[src/design/assert_macros.svh]
// Assertion macros for the transform stack RTL.
// Expects aclk and aresetn in the scope where a macro is used.
`ifndef ASSERT_MACROS_SVH
`define ASSERT_MACROS_SVH

// Checked on every clock edge while out of reset.
`define ATST_ASSERT(lbl, prop) \
    lbl: assert property (@(posedge aclk) disable iff (!aresetn) prop) \
        else $error("atst assertion failed");

// Checked on every clock edge, reset included.
`define ATST_ASSERT_RST(lbl, prop) \
    lbl: assert property (@(posedge aclk) prop) \
        else $error("atst reset assertion failed");

`endif

[src/design/atst_pkg.sv]
// Package for the 2-D affine transform stack: types, sizes, sine table.
// Used by every module of the block; depends on nothing.
`timescale 1ns / 1ps
package atst_pkg;

    localparam int STACK_DEPTH        = 8;
    localparam int LVL_W              = $clog2(STACK_DEPTH + 1);
    localparam int SIDX_W             = (STACK_DEPTH > 1) ? $clog2(STACK_DEPTH) : 1;
    localparam int SINE_TABLE_ENTRIES = 1024;
    localparam int SIN_IDX_W          = $clog2(SINE_TABLE_ENTRIES);
    localparam int QTR                = SINE_TABLE_ENTRIES / 4;
    localparam int QSHIFT             = 30 - (SIN_IDX_W - 2);
    localparam int ONE_Q16            = 65536;
    localparam int ALPHA_ONE          = 256;
    localparam int QDEPTH             = 2;
    localparam int QPTR_W             = (QDEPTH > 1) ? $clog2(QDEPTH) : 1;
    localparam int QCNT_W             = $clog2(QDEPTH + 1);
    localparam int IN_TDATA_W         = 320;
    localparam int OUT_TDATA_W        = 168;
    localparam int ACC_W              = 51;
    localparam int PROD_W             = 48;

    typedef logic signed [31:0] q16_t;
    typedef logic signed [17:0] trig_t;
    typedef logic signed [15:0] pix_t;

    typedef enum logic [2:0] {
        CMD_PUSH_ROT = 3'd0,
        CMD_PUSH_ID  = 3'd1,
        CMD_POP      = 3'd2,
        CMD_POINT    = 3'd3,
        CMD_SCISSOR  = 3'd4,
        CMD_CLIP_OFF = 3'd5
    } cmd_t;

    typedef enum logic [2:0] {
        BK_IDLE,
        BK_DISPATCH,
        BK_POP_RD,
        BK_RUN,
        BK_DRAIN,
        BK_DONE
    } bk_state_t;

    typedef enum logic [2:0] {
        DST_NONE,
        DST_L02,
        DST_L12,
        DST_NM,
        DST_OX,
        DST_OY
    } dst_t;

    typedef struct packed {
        cmd_t       cmd;
        logic [8:0] alpha;
        trig_t      cos_v;
        trig_t      sin_v;
        q16_t       trans_x;
        q16_t       trans_y;
        q16_t       pivot_x;
        q16_t       pivot_y;
        q16_t       coord_x;
        q16_t       coord_y;
        q16_t       coord_x2;
        q16_t       coord_y2;
        logic [31:0] color;
    } item_t;

    typedef struct packed {
        q16_t        out_x;
        q16_t        out_y;
        logic [31:0] out_color;
        logic        clip_on;
        pix_t        clip_left;
        pix_t        clip_top;
        pix_t        clip_right;
        pix_t        clip_bottom;
        logic        stack_fault;
    } res_t;

    typedef struct packed {
        q16_t [5:0]  m;
        logic [8:0]  alpha;
        logic        clip_on;
        pix_t [3:0]  rect;
    } frame_t;

    typedef struct packed {
        logic       first;
        logic       last;
        logic       negp;
        logic       init;
        dst_t       dst;
        logic [2:0] nidx;
    } acc_tag_t;

    typedef logic [16:0] qtab_t [0:QTR];

    // Integer Taylor series over a quarter turn; f = 2^30 is a quarter turn.
    function automatic logic [16:0] quarter_sine(input longint unsigned f);
        longint unsigned x;
        longint unsigned x2;
        longint unsigned term;
        longint          sum;
        x    = (f * 64'd1686629713) >> 30;
        x2   = (x * x) >> 30;
        term = x;
        sum  = longint'(x);
        for (int k = 1; k <= 5; k++) begin
            term = (term * x2) >> 30;
            // Divide by (2k)(2k+1) for the k-th odd term.
            case (k)
                1:       term = term / 64'd6;
                2:       term = term / 64'd20;
                3:       term = term / 64'd42;
                4:       term = term / 64'd72;
                default: term = term / 64'd110;
            endcase
            if ((k & 1) == 1) sum = sum - longint'(term);
            else sum = sum + longint'(term);
        end
        if (sum < 0) sum = 0;
        sum = (sum + 8192) >>> 14;
        if (sum > ONE_Q16) sum = ONE_Q16;
        return sum[16:0];
    endfunction

    function automatic qtab_t build_qtab();
        qtab_t t;
        for (int q = 0; q <= QTR; q++) begin
            t[q] = quarter_sine(longint'(q) << QSHIFT);
        end
        return t;
    endfunction

    localparam qtab_t QTAB = build_qtab();

    // Full-turn sine from the quarter table by symmetry.
    function automatic trig_t sine_at(input logic [SIN_IDX_W-1:0] i);
        logic [1:0]           quad;
        logic [SIN_IDX_W-1:0] q;
        trig_t                mag;
        quad = i[SIN_IDX_W-1:SIN_IDX_W-2];
        q    = quad[0] ? (SIN_IDX_W'(QTR) - {2'b00, i[SIN_IDX_W-3:0]})
                       : {2'b00, i[SIN_IDX_W-3:0]};
        mag  = {1'b0, QTAB[q[SIN_IDX_W-2:0]]};
        return quad[1] ? -mag : mag;
    endfunction

    function automatic q16_t sat32(input logic signed [ACC_W-1:0] v);
        if (v > ACC_W'(64'sh7FFFFFFF)) return 32'sh7FFFFFFF;
        if (v < -ACC_W'(64'sh80000000)) return 32'sh80000000;
        return v[31:0];
    endfunction

endpackage

[src/design/atst_queue.sv]
// Short queue of decoded items between the front end and the back end.
// Depends on atst_pkg.
`timescale 1ns / 1ps
module atst_queue (
    input  logic            aclk,
    input  logic            aresetn,
    input  logic            in_valid,
    output logic            in_ready,
    input  atst_pkg::item_t in_item,
    output logic            out_valid,
    input  logic            out_ready,
    output atst_pkg::item_t out_item
);
    import atst_pkg::*;

    item_t              mem_reg [QDEPTH];
    logic [QPTR_W-1:0]  wr_ptr_reg;
    logic [QPTR_W-1:0]  rd_ptr_reg;
    logic [QCNT_W-1:0]  count_reg;
    logic               push;
    logic               pop;

    assign in_ready  = count_reg < QCNT_W'(QDEPTH);
    assign out_valid = count_reg != '0;
    assign out_item  = mem_reg[rd_ptr_reg];
    assign push      = in_valid && in_ready;
    assign pop       = out_valid && out_ready;

    always_ff @(posedge aclk) begin
        if (!aresetn) begin
            wr_ptr_reg <= '0;
            rd_ptr_reg <= '0;
            count_reg  <= '0;
        end else begin
            if (push) begin
                wr_ptr_reg <= (wr_ptr_reg == QPTR_W'(QDEPTH - 1)) ? '0 : wr_ptr_reg + 1'b1;
            end
            if (pop) begin
                rd_ptr_reg <= (rd_ptr_reg == QPTR_W'(QDEPTH - 1)) ? '0 : rd_ptr_reg + 1'b1;
            end
            if (push && !pop) count_reg <= count_reg + 1'b1;
            else if (pop && !push) count_reg <= count_reg - 1'b1;
        end
    end

    always_ff @(posedge aclk) begin
        if (push) begin
            mem_reg[wr_ptr_reg] <= in_item;
        end
    end

endmodule

[config.mk]
export PLATFORM = sky130hd
export DESIGN_NAME = atst_queue
export DESIGN_NICKNAME = d
export VERILOG_FILES = /design/src/design/assert_macros.svh /design/src/design/atst_pkg.sv /design/src/design/atst_queue.sv
export SDC_FILE = /design/constraint.sdc
export NUM_CORES = 1
export LEC_CHECK = 0
export BUFFER_PORTS_ARGS = -buffer_cell sky130_fd_sc_hd__clkbuf_2
export CELL_PAD_IN_SITES_DETAIL_PLACEMENT = 1
export CELL_PAD_IN_SITES_GLOBAL_PLACEMENT = 2
export CORE_ASPECT_RATIO = 0.6
export CORE_MARGIN = 1
export CORE_UTILIZATION = 38
export DETAILED_ROUTE_END_ITERATION = 10
export PLACE_DENSITY = 0.79
export SKIP_LAST_GASP = 1
export SYNTH_ARGS = -nofsm -noshare
export SYNTH_HDL_FRONTEND = slang
export SYNTH_SLANG_ARGS = --single-unit
export TNS_END_PERCENT = 100
[constraint.sdc]
create_clock -name aclk -period 22.4 [get_ports aclk]
set_input_delay 2.24 -clock aclk [delete_from_list [all_inputs] [get_ports aclk]]
set_output_delay 2.24 -clock aclk [all_outputs]
set_load 0.02 [all_outputs]
### Word-level counts from Yosys, hierarchy flattened

Memory sizes are Yosys's and may differ from the RTL's. A register that Yosys moved wholly into a read port is not among the register bits.
Index checks and enable logic that the tools add are counted.

* memories: 1
* memory bits (writable): 672
* output and inout port bits: 338
* logic and storage cells: 25
* register bits after elaboration: 4

Memory list
* mem_reg: words 2, width 336, rd ports 1, clocked after Yosys merged registers in 1, wr ports 1, line atst_queue.sv:16 `item_t mem_reg [QDEPTH];`

* reductions and logical operators: 8
* add/subtract/negate cells: 4
* $lt $le $gt $ge: 1
* multiplexer cells: 8

Operator list (count)
* 1-bit two-way mux: 6
* 1-bit logical AND: 4
* 2-bit two-way mux: 2
* 2-bit nonzero test: 2
* 1-bit adder, second input constant: 2
* 2-bit by 1-bit adder with 2-bit output, second input constant: 1
* 1-bit logical NOT: 2
* 2-bit less-than comparator, second input constant: 1
* 2-bit by 1-bit subtractor with 2-bit output, second input constant: 1

### Longest topological paths before layout

Gate-level depths: netlist (run 1).

* word-level depth: 6
* mapped depth: 5
* gate-level depth less buffers: 5

### Worst setup path before layout (run 1)

OpenSTA, ideal clock, no wires.

* path kind: input port to flip-flop
* start: in in_valid
* end: reg wr_ptr_reg
* arrival: 18.228 ns
* required time: 22.273 ns
* stages on the path: 3
* path slack: 4.044 ns
* cells stage by stage: nor2b_1 nor2b_1 o21a_1

* word-level cells in the longest chain between the ends: 1

RTL lines
* start, declared: line atst_queue.sv:7 `input logic in_valid,`
* 1-bit logical AND: line atst_queue.sv:26 `assign push = in_valid && in_ready;`
* end signal, assigned: line atst_queue.sv:36 `wr_ptr_reg <= (wr_ptr_reg == QPTR_W'(QDEPTH - 1)) ? '0 : wr_ptr_reg + 1'b1;`
* end, declared: line atst_queue.sv:17 `logic [QPTR_W-1:0] wr_ptr_reg;`

Every way passes these cells.
A chain may end at the register's enable or synchronous reset.

==> results.toml, run 1 <==
[grt]
grt_pass1_wl_um = 84800
grt_pass1_vias = 13500
grt_use_total = 0.174
grt_max_degree = 155
grt_overflow = 0
antenna_found_initial = 6

[setup_path]
r2r_cells = 4
critical_path.slowest_cell = "buf_4"
path_class = "reg2out"
max_stage_delay_ps = 920
path_buf_inv = 3
regToRegEndpoint = "mem_reg[1][258]"
endpoint = "out_item[243]"
worstPathCellList = "buf_4 > buf_4 > mux2_2 > clkbuf_2"
reg2reg_slack_ps = 19020
timing.rr.start = "count_reg[1]"
arrival_ps = 4030
cp_data_required_time_ps = 20160
end_kind = "output pin"
path_delay_family = "buffers and inverters"
cp-start-kind = "flop"
path_max_fanout = 72
crit_cells = 4
crit_top_cell = "buf_4"

[placement]
numPortBuffers = 677
dp_hpwl_um = 42100
place.gp.congestion = 0.861

[die]
die_x_um = 330
die_h_um = 199
coreArea_um2 = 63300
dieArea_um2 = 65800
rows = 71
start_util = 0.388
io_pins = 678

[drt]
routedWlPerCell_um = 22.5
drtIter0Drc = 722
vias_per_cell = 4.72
antenna_left = 0
dr.pass1.iters = 4
drc = 0
wirelength_um = 60400
num_vias = 12700

[sta]
setup_tns_ps = 0
hold_viol_final = 0
rsz0062_at_grt = "false"
setup_viol = 0
fmax_ghz = 0.159
min_period_over_period = 0.280
worst_pin_slew_ps = 1140
timing.final.crit_period_ps = 6270
skew_ps = 10.8
slew_violations = 0
relSlewSlack = 0.243

[clock_tree]
post_cts_buffers = 0
cts_tree = "built"
clk_path_buf_depth = 3
insertion_delay_ps = 610
hold_buffers = 0
cts_root_buffer = "clkbuf_16"
cts_inserted_buffers = 61
clk_pin_slew_ps = 70
cts.sinks = 677
h-tree-depth = 2
cts_resized = 0

[logic_synthesis]
ys_seq_area_frac = 0.824
synth_nets = 1409
synthArstFlopShare = 0
synth_area_um2 = 24600
synth_cells = 1068
synth_top_cells_by_count = "672 x edfxtp_1, 296 x mux2_2, 40 x mux2_4"
ys_types = 18
synth_area_leaders = "edfxtp_1 82%, mux2_2 14%, mux2_4 2.4%, buf_4 0.61%, dfxtp_1 0.41%"
synth-edff-count = 672
yosysWarningCount = 0
synth_top_cell_area_share = 0.820
syn_area_per_cell_um2 = 23.0
yosysMostFrequentCell = "edfxtp_1"
synth_top_cell_by_area = "edfxtp_1"
ys.flop_type = "edfxtp_1"
ys_seq_elements = 677

[power_and_ir_drop]
p_per_area_nw_per_um2 = 119
ir_drop_mv = 0.0726
leakage_nw = 11.6

[run]
max-cap-violations = 0

[final_layout]
area_delta_synth_final_pct = 25.3
n_fill_cell = 6017
num-nets-final = 2124
fin_util = 0.487
largest_register_ffs = 672
drive_above_1_share = 0.610

[status]
outcome = "finished clean"

[min_path]
hp-class = "reg2reg"
where the power goes:
group          internal [mW]  switching (mW)  leakage [nW]
Sequential              1.60          0.0544          6.31
Combinational          0.378           0.628          4.30
Clock                  0.559           0.456         0.954
Total                   2.53            1.14          11.6
cell type report:
class,count,area (um^2),share of cell area
clock inverter,41,307,0.00994
timing repair buffer,689,3490,0.113
sequential,677,20300,0.658
multi-input combinational,353,4060,0.132
antenna,8,20.0,0.000649
tap,839,1050,0.0340
clock buffer,73,1610,0.0523
inverter,1,3.75,0.000122
kinds of logic after synthesis:
family	synth area share
flip-flops	0.824
multiplexers	0.160
buffers and inverters	0.0110
AND/OR/NAND/NOR	0.00229
AO/OA/AOI/OAI	0.00102
XOR/XNOR	0.00107
adder cells (fa/ha/maj)	0.000508
layout by cell type (no fill, tap or decap), types with 2 or more instances in the layout:
cell       instances
inv_6              2
clkinv_2          17
buf_4             11
nor2b_1            2
clkbuf_2         677
mux2_2           296
clkinv_1          15
o21ai_0            2
clkbuf_16         63
dfxtp_1            4
clkbuf_1          10
diode_2            8
and2_1             3
edfxtp_1         672
xnor2_1            2
mux2_4            40
bufinv_16          4
routing by layer:
| metal | wire length [um] | GRT usage | share of wire |
|---|---|---|---|
| met5 | 0 | 0 | 0 |
| met1 | 23100 | 0.203 | 0.38 |
| met2 | 31600 | 0.306 | 0.52 |
| met4 | 1620 | 0.0620 | 0.027 |
| met3 | 4120 | 0.0528 | 0.068 |
tightest hold or removal path: cells and delay by family (launching register included):
| family | cells | cell delay (ps) |
|---|---|---|
| compound gates | 2 | 150 |
| flops | 1 | 360 |
through the flow:
step / worst slack (ps) / hold WS (ps) / instance area [um^2] / cells / power, mW
after global routing: 15850 / 610 / 30800 / 2678 / 3.82
after floorplan: 4040 / 495 / 24600 / 1068 / 2.45
after CTS: 16040 / 560 / 30800 / 2673 / 3.72
final: 16130 / 564 / 30800 / 2681 / 3.67
after detailed placement: 16750 / 553 / 28900 / 2559 / 2.70
after global placement: 16820 / 532 / 28900 / 2559 / 2.68
worst min-delay path by stage:
stage / start / to / slack [ps] / cells after the start
after floorplan: count_reg[1] / count_reg[1] / 490 / 2
after global placement: count_reg[1] / count_reg[1] / 530 / 2
after detailed placement: count_reg[1] / count_reg[1] / 550 / 2
after CTS: count_reg[1] / count_reg[1] / 560 / 2
after global routing: rd_ptr_reg / flop / 610 / 2
final: count_reg[1] / count_reg[1] / 560 / 2
(Power assumes the default switching activity.)
==> inputs of run 2 (changes only) <==
Settings changed: CORE_UTILIZATION 38 to 35, PLACE_DENSITY 0.79 to 0.76.
Clock period 22.4 ns to 5.1 ns, I/O delays scaled along.
==> run 2 against run 1 <==
Design area increased by 1.6%. Combinational power rose to 4.5 times the previous value. Sequential power rose to 4.4 times the previous value. Cell count increased by 3.3%. Die area rose by 8.5%. Critical path depth down 1. Via count up 0.80%. Global-route usage fell by 1.1 points. Critical endpoint is now out_item[18]. Largest cell class unchanged.
==> results.toml, run 2 (same netlist as run 1, synthesis figures left out) <==
[status]
outcome = "finished clean"

[power_and_ir_drop]
swShare = 0.309
leakage_nw = 11.8
p_comb_frac = 0.273
ir_drop_mv = 0.361
p_int_mw = 11.4
seqPwrFrac = 0.436
p_per_area_nw_per_um2 = 529
power_switching_mw = 5.13
p_clk_frac = 0.290

[setup_path]
arrival_ps = 2660
cp-start-kind = "flop"
path_class = "reg2out"
path_max_fanout = 68
cp_data_required_time_ps = 4590
end_kind = "output pin"

[final_layout]
num-nets-final = 2152
multiInputGateArea_um2 = 4070
regArea_um2 = 20300
largest_register_ffs = 672
mostFrequentLayoutCells = "677 x clkbuf_2, 672 x edfxtp_1, 296 x mux2_2, 70 x clkbuf_16, 40 x mux2_4"
final_common_cell = "clkbuf_2"
drive_above_1_share = 0.614
fin_util = 0.455
n_fill_cell = 6660
area_delta_synth_final_pct = 27.3

[clock_tree]
clk_path_buf_depth = 3
insertion_delay_ps = 580
cts_tree = "built"
cts.sinks = 677
hold_buffers = 0
cts_inserted_buffers = 69
post_cts_buffers = 0
cts_resized = 0
clk_pin_slew_ps = 60
h-tree-depth = 3
cts_root_buffer = "clkbuf_16"

[placement]
place.gp.congestion = 0.778
dp_hpwl_um = 41800
dp_worst_setup_slack_ps = 2440
numPortBuffers = 677

[sta]
relSlewSlack = 0.370
worst_pin_slew_ps = 945
timing.final.crit_period_ps = 3170
min_period_over_period = 0.622
slew_violations = 0
skew_ps = 15.6
fmax_ghz = 0.315
setup_slack_ps = 1930
rsz0062_at_grt = "false"
setup_viol = 0
hold_viol_final = 0

[drt]
drtIter0Drc = 575
num_vias = 12800
vias_per_cell = 4.61
antenna_left = 0
wirelength_um = 59800
drc = 0
routedWlPerCell_um = 21.6
dr.pass1.iters = 4

[grt]
grt_use_total = 0.164
grt_pass1_wl_um = 87800
grt_max_degree = 99
grt_overflow = 0
grt_pass1_vias = 14000
antenna_found_initial = 3

[die]
rows = 74
dieArea_um2 = 71400
coreArea_um2 = 68800
io_pins = 678
die_h_um = 207
die_x_um = 344
start_util = 0.358

[min_path]
hp-class = "in2reg"

[run]
max-cap-violations = 0
run 2: layout make-up:
type | count | area share
clock inverter | 40 | 0.0109
clock buffer | 77 | 0.0568
timing repair buffer | 709 | 0.118
antenna | 1 | 0.0000799
inverter | 1 | 0.000120
sequential | 677 | 0.648
tap | 912 | 0.0364
multi-input combinational | 353 | 0.130
run 2: routing by layer:
| metal | global-route usage | vias up | share of wire |
|---|---|---|---|
| met5 | 0 | - | 0.00045 |
| met3 | 0.0505 | 89 | 0.066 |
| li1 | - | 5768 | - |
| met2 | 0.292 | 356 | 0.52 |
| met1 | 0.188 | 6545 | 0.39 |
| met4 | 0.0465 | 4 | 0.022 |
run 2: final timing paths:
| check | slack, ps | depth (start not counted) | end | startpoint |
|---|---|---|---|---|
| max | 1930 | 3 | out_item[18] | flop |
| max reg2reg | 2730 | 3 | mem_reg[1][34] | count_reg[1] |
| min reg2reg | 600 | 2 | flop | rd_ptr_reg |
| min | 110 | 1 | mem_reg[1][272] | in_item[272] |
run 2: power by group through the flow:
stage               Clock [mW]  Combinational (mW)  Sequential [mW]
floorplan                    0                3.06             7.37
detailed placement           0                4.59             7.36
finish                    4.81                4.53             7.23
global placement             0                4.54             7.31
CTS                       4.98                4.61             7.25
global route              5.15                4.79             7.31
run 2: critical path: stages, from the launching register on:
cell and delay [ps]:
dfxtp_4 920, buf_12 440, mux2_2 400, clkbuf_2 170
run 2: metrics by stage:
stage,std cells,total power [mW],TNS [ps],hold slack [ps],instance area [um^2]
6_report,2770,16.6,0,105,31300
5_1_grt,2770,17.3,0,54.0,31300
4_1_cts,2769,16.8,0,43.6,31300
3_5_place_dp,2652,12.0,0,590,29200
3_3_place_gp,2652,11.9,0,565,29200
2_1_floorplan,1068,10.4,-402930,528,24600
==> inputs of run 3 (changes only) <==
Settings changed: CORE_UTILIZATION 35 to 38, PLACE_DENSITY 0.76 to 0.79.
Clock period 5.1 ns to 3.32 ns, I/O delays scaled along.
==> run 3 against run 2 <==
Via count grew 13%. Highest routed layer is now met4. Flip-flop and latch count is the same. Cell count grew 10%. Critical path type unchanged. Critical path depth is the same. Non-clock buffer count grew 351. Total power grew 58%.
==> results.toml, run 3 (same netlist as run 1, synthesis figures left out) <==
[status]
outcome = "finished clean"

[min_path]
min_from = "in_valid"
hold_depth = 4
hp-class = "in2reg"
hold_end = "wr_ptr_reg"

[drt]
routedWlPerCell_um = 22.7
wirelength_um = 69200
drc = 0
route.met3.wl_um = 3820
dr.pass1.iters = 5
vias_per_cell = 4.74
routed-wl-met2_um = 36700
top_layer_used = "met4"
drtIter0Drc = 642
antenna_left = 0
num_vias = 14500
drt-met1-wl_um = 25800

[sta]
relSlewSlack = 0.565
slew_violations = 0
timing.final.crit_period_ps = 2740
setup_viol = 0
worst_pin_slew_ps = 650
hold_viol_final = 0
rsz0062_at_grt = "false"
min_period_over_period = 0.827
fmax_ghz = 0.364
holdWs_ps = 204
setup_slack_ps = 575
skew_ps = 17.1

[placement]
place_area_um2 = 29300
dp_worst_setup_slack_ps = 1130
numPortBuffers = 677
dp_cells = 2593
dp_hpwl_um = 43400
place.gp.congestion = 0.832

[clock_tree]
clk_path_buf_depth = 3
h-tree-depth = 3
clk_pin_slew_ps = 60
post_cts_buffers = 0
cts_root_buffer = "clkbuf_16"
cts_tree = "built"
cts_inserted_buffers = 66
insertion_delay_ps = 580
cts.sinks = 677

[grt]
grt_max_degree = 94
grt_overflow = 0
antenna_found_initial = 3
grt_use_total = 0.206
grt_pass1_vias = 16200
grt_pass1_wl_um = 100000

[setup_path]
arrival_ps = 2410
timing.rr.start = "count_reg[1]"
regToRegEndpoint = "mem_reg[0][109]"
cp-start-kind = "flop"
reg2reg_slack_ps = 1230
cp_data_required_time_ps = 2990
r2r_cells = 3
path_class = "reg2out"
path_max_fanout = 89
end_kind = "output pin"

[run]
max-cap-violations = 0

[final_layout]
mostFrequentLayoutCells = "677 x clkbuf_2, 672 x edfxtp_1, 337 x dlygate4sd3_1, 296 x mux2_2, 69 x clkbuf_16"
largest_register_ffs = 672
num-nets-final = 2500
final_area_um2 = 34800
area_delta_synth_final_pct = 41.3
final_common_cell = "clkbuf_2"
fin_cells = 3051
drive_above_1_share = 0.523

[die]
rows = 71
dieArea_um2 = 65800
start_util = 0.388
io_pins = 678
coreArea_um2 = 63300
die_x_um = 330
die_h_um = 199

[power_and_ir_drop]
leakage_nw = 13.2
p_per_area_nw_per_um2 = 753
ir_drop_mv = 0.456
==> run 3: worst max-delay path: stages, from the launching register on <==
cell and delay [ps]:
dfxtp_4 680, buf_12 430, mux2_2 420, clkbuf_2 160
==> run 3: stage by stage <==
stage,TNS (ps),utilization,power (mW)
5_1_grt,0,0.549,27.1
6_report,0,0.549,26.2
2_1_floorplan,-1480900,-,16.0
3_3_place_gp,0,0.462,18.2
3_5_place_dp,0,0.462,18.4
4_1_cts,0,0.549,26.3
==> run 3: final cells by class <==
type	instances	area, um^2
clock inverters	30	315
diodes	4	10.0
clock buffers	87	1790
flip-flops and latches	677	20300
repair buffers	1060	7240
multi-input cells	353	4070
fillers	5938	28600
inverters	1	3.75
well taps	839	1050
==> run 3: report_power, final <==
part / leakage [nW] / switching (mW) / internal [mW]
Sequential: 6.31 / 0.375 / 10.8
Clock: 1.01 / 3.22 / 4.29
Combinational: 5.92 / 4.55 / 3.00
Total: 13.2 / 8.15 / 18.0
==> run 3: worst max path at each step <==
stage,from,endpoint,cells after the start
floorplan,in_valid,mem_reg[0][0],2
global placement,in_valid,mem_reg[0][42],4
detailed placement,in_valid,mem_reg[0][42],4
CTS,flop,out_item[81],3
global route,flop,out_item[127],3
finish,flop,out_item[127],3
==> run 3: repair_timing <==
item / 4_1_cts / 5_1_grt
hold buffers: 337 / 0
hold endpoints to repair: 677 / 0
resized for setup: 0 / 0
==> run 3: per-layer routing <==
metal | track usage | up-vias
li1 | - | 6474
met1 | 0.228 | 7348
met2 | 0.371 | 487
met3 | 0.0529 | 156
met4 | 0.0937 | 0
met5 | 0 | -
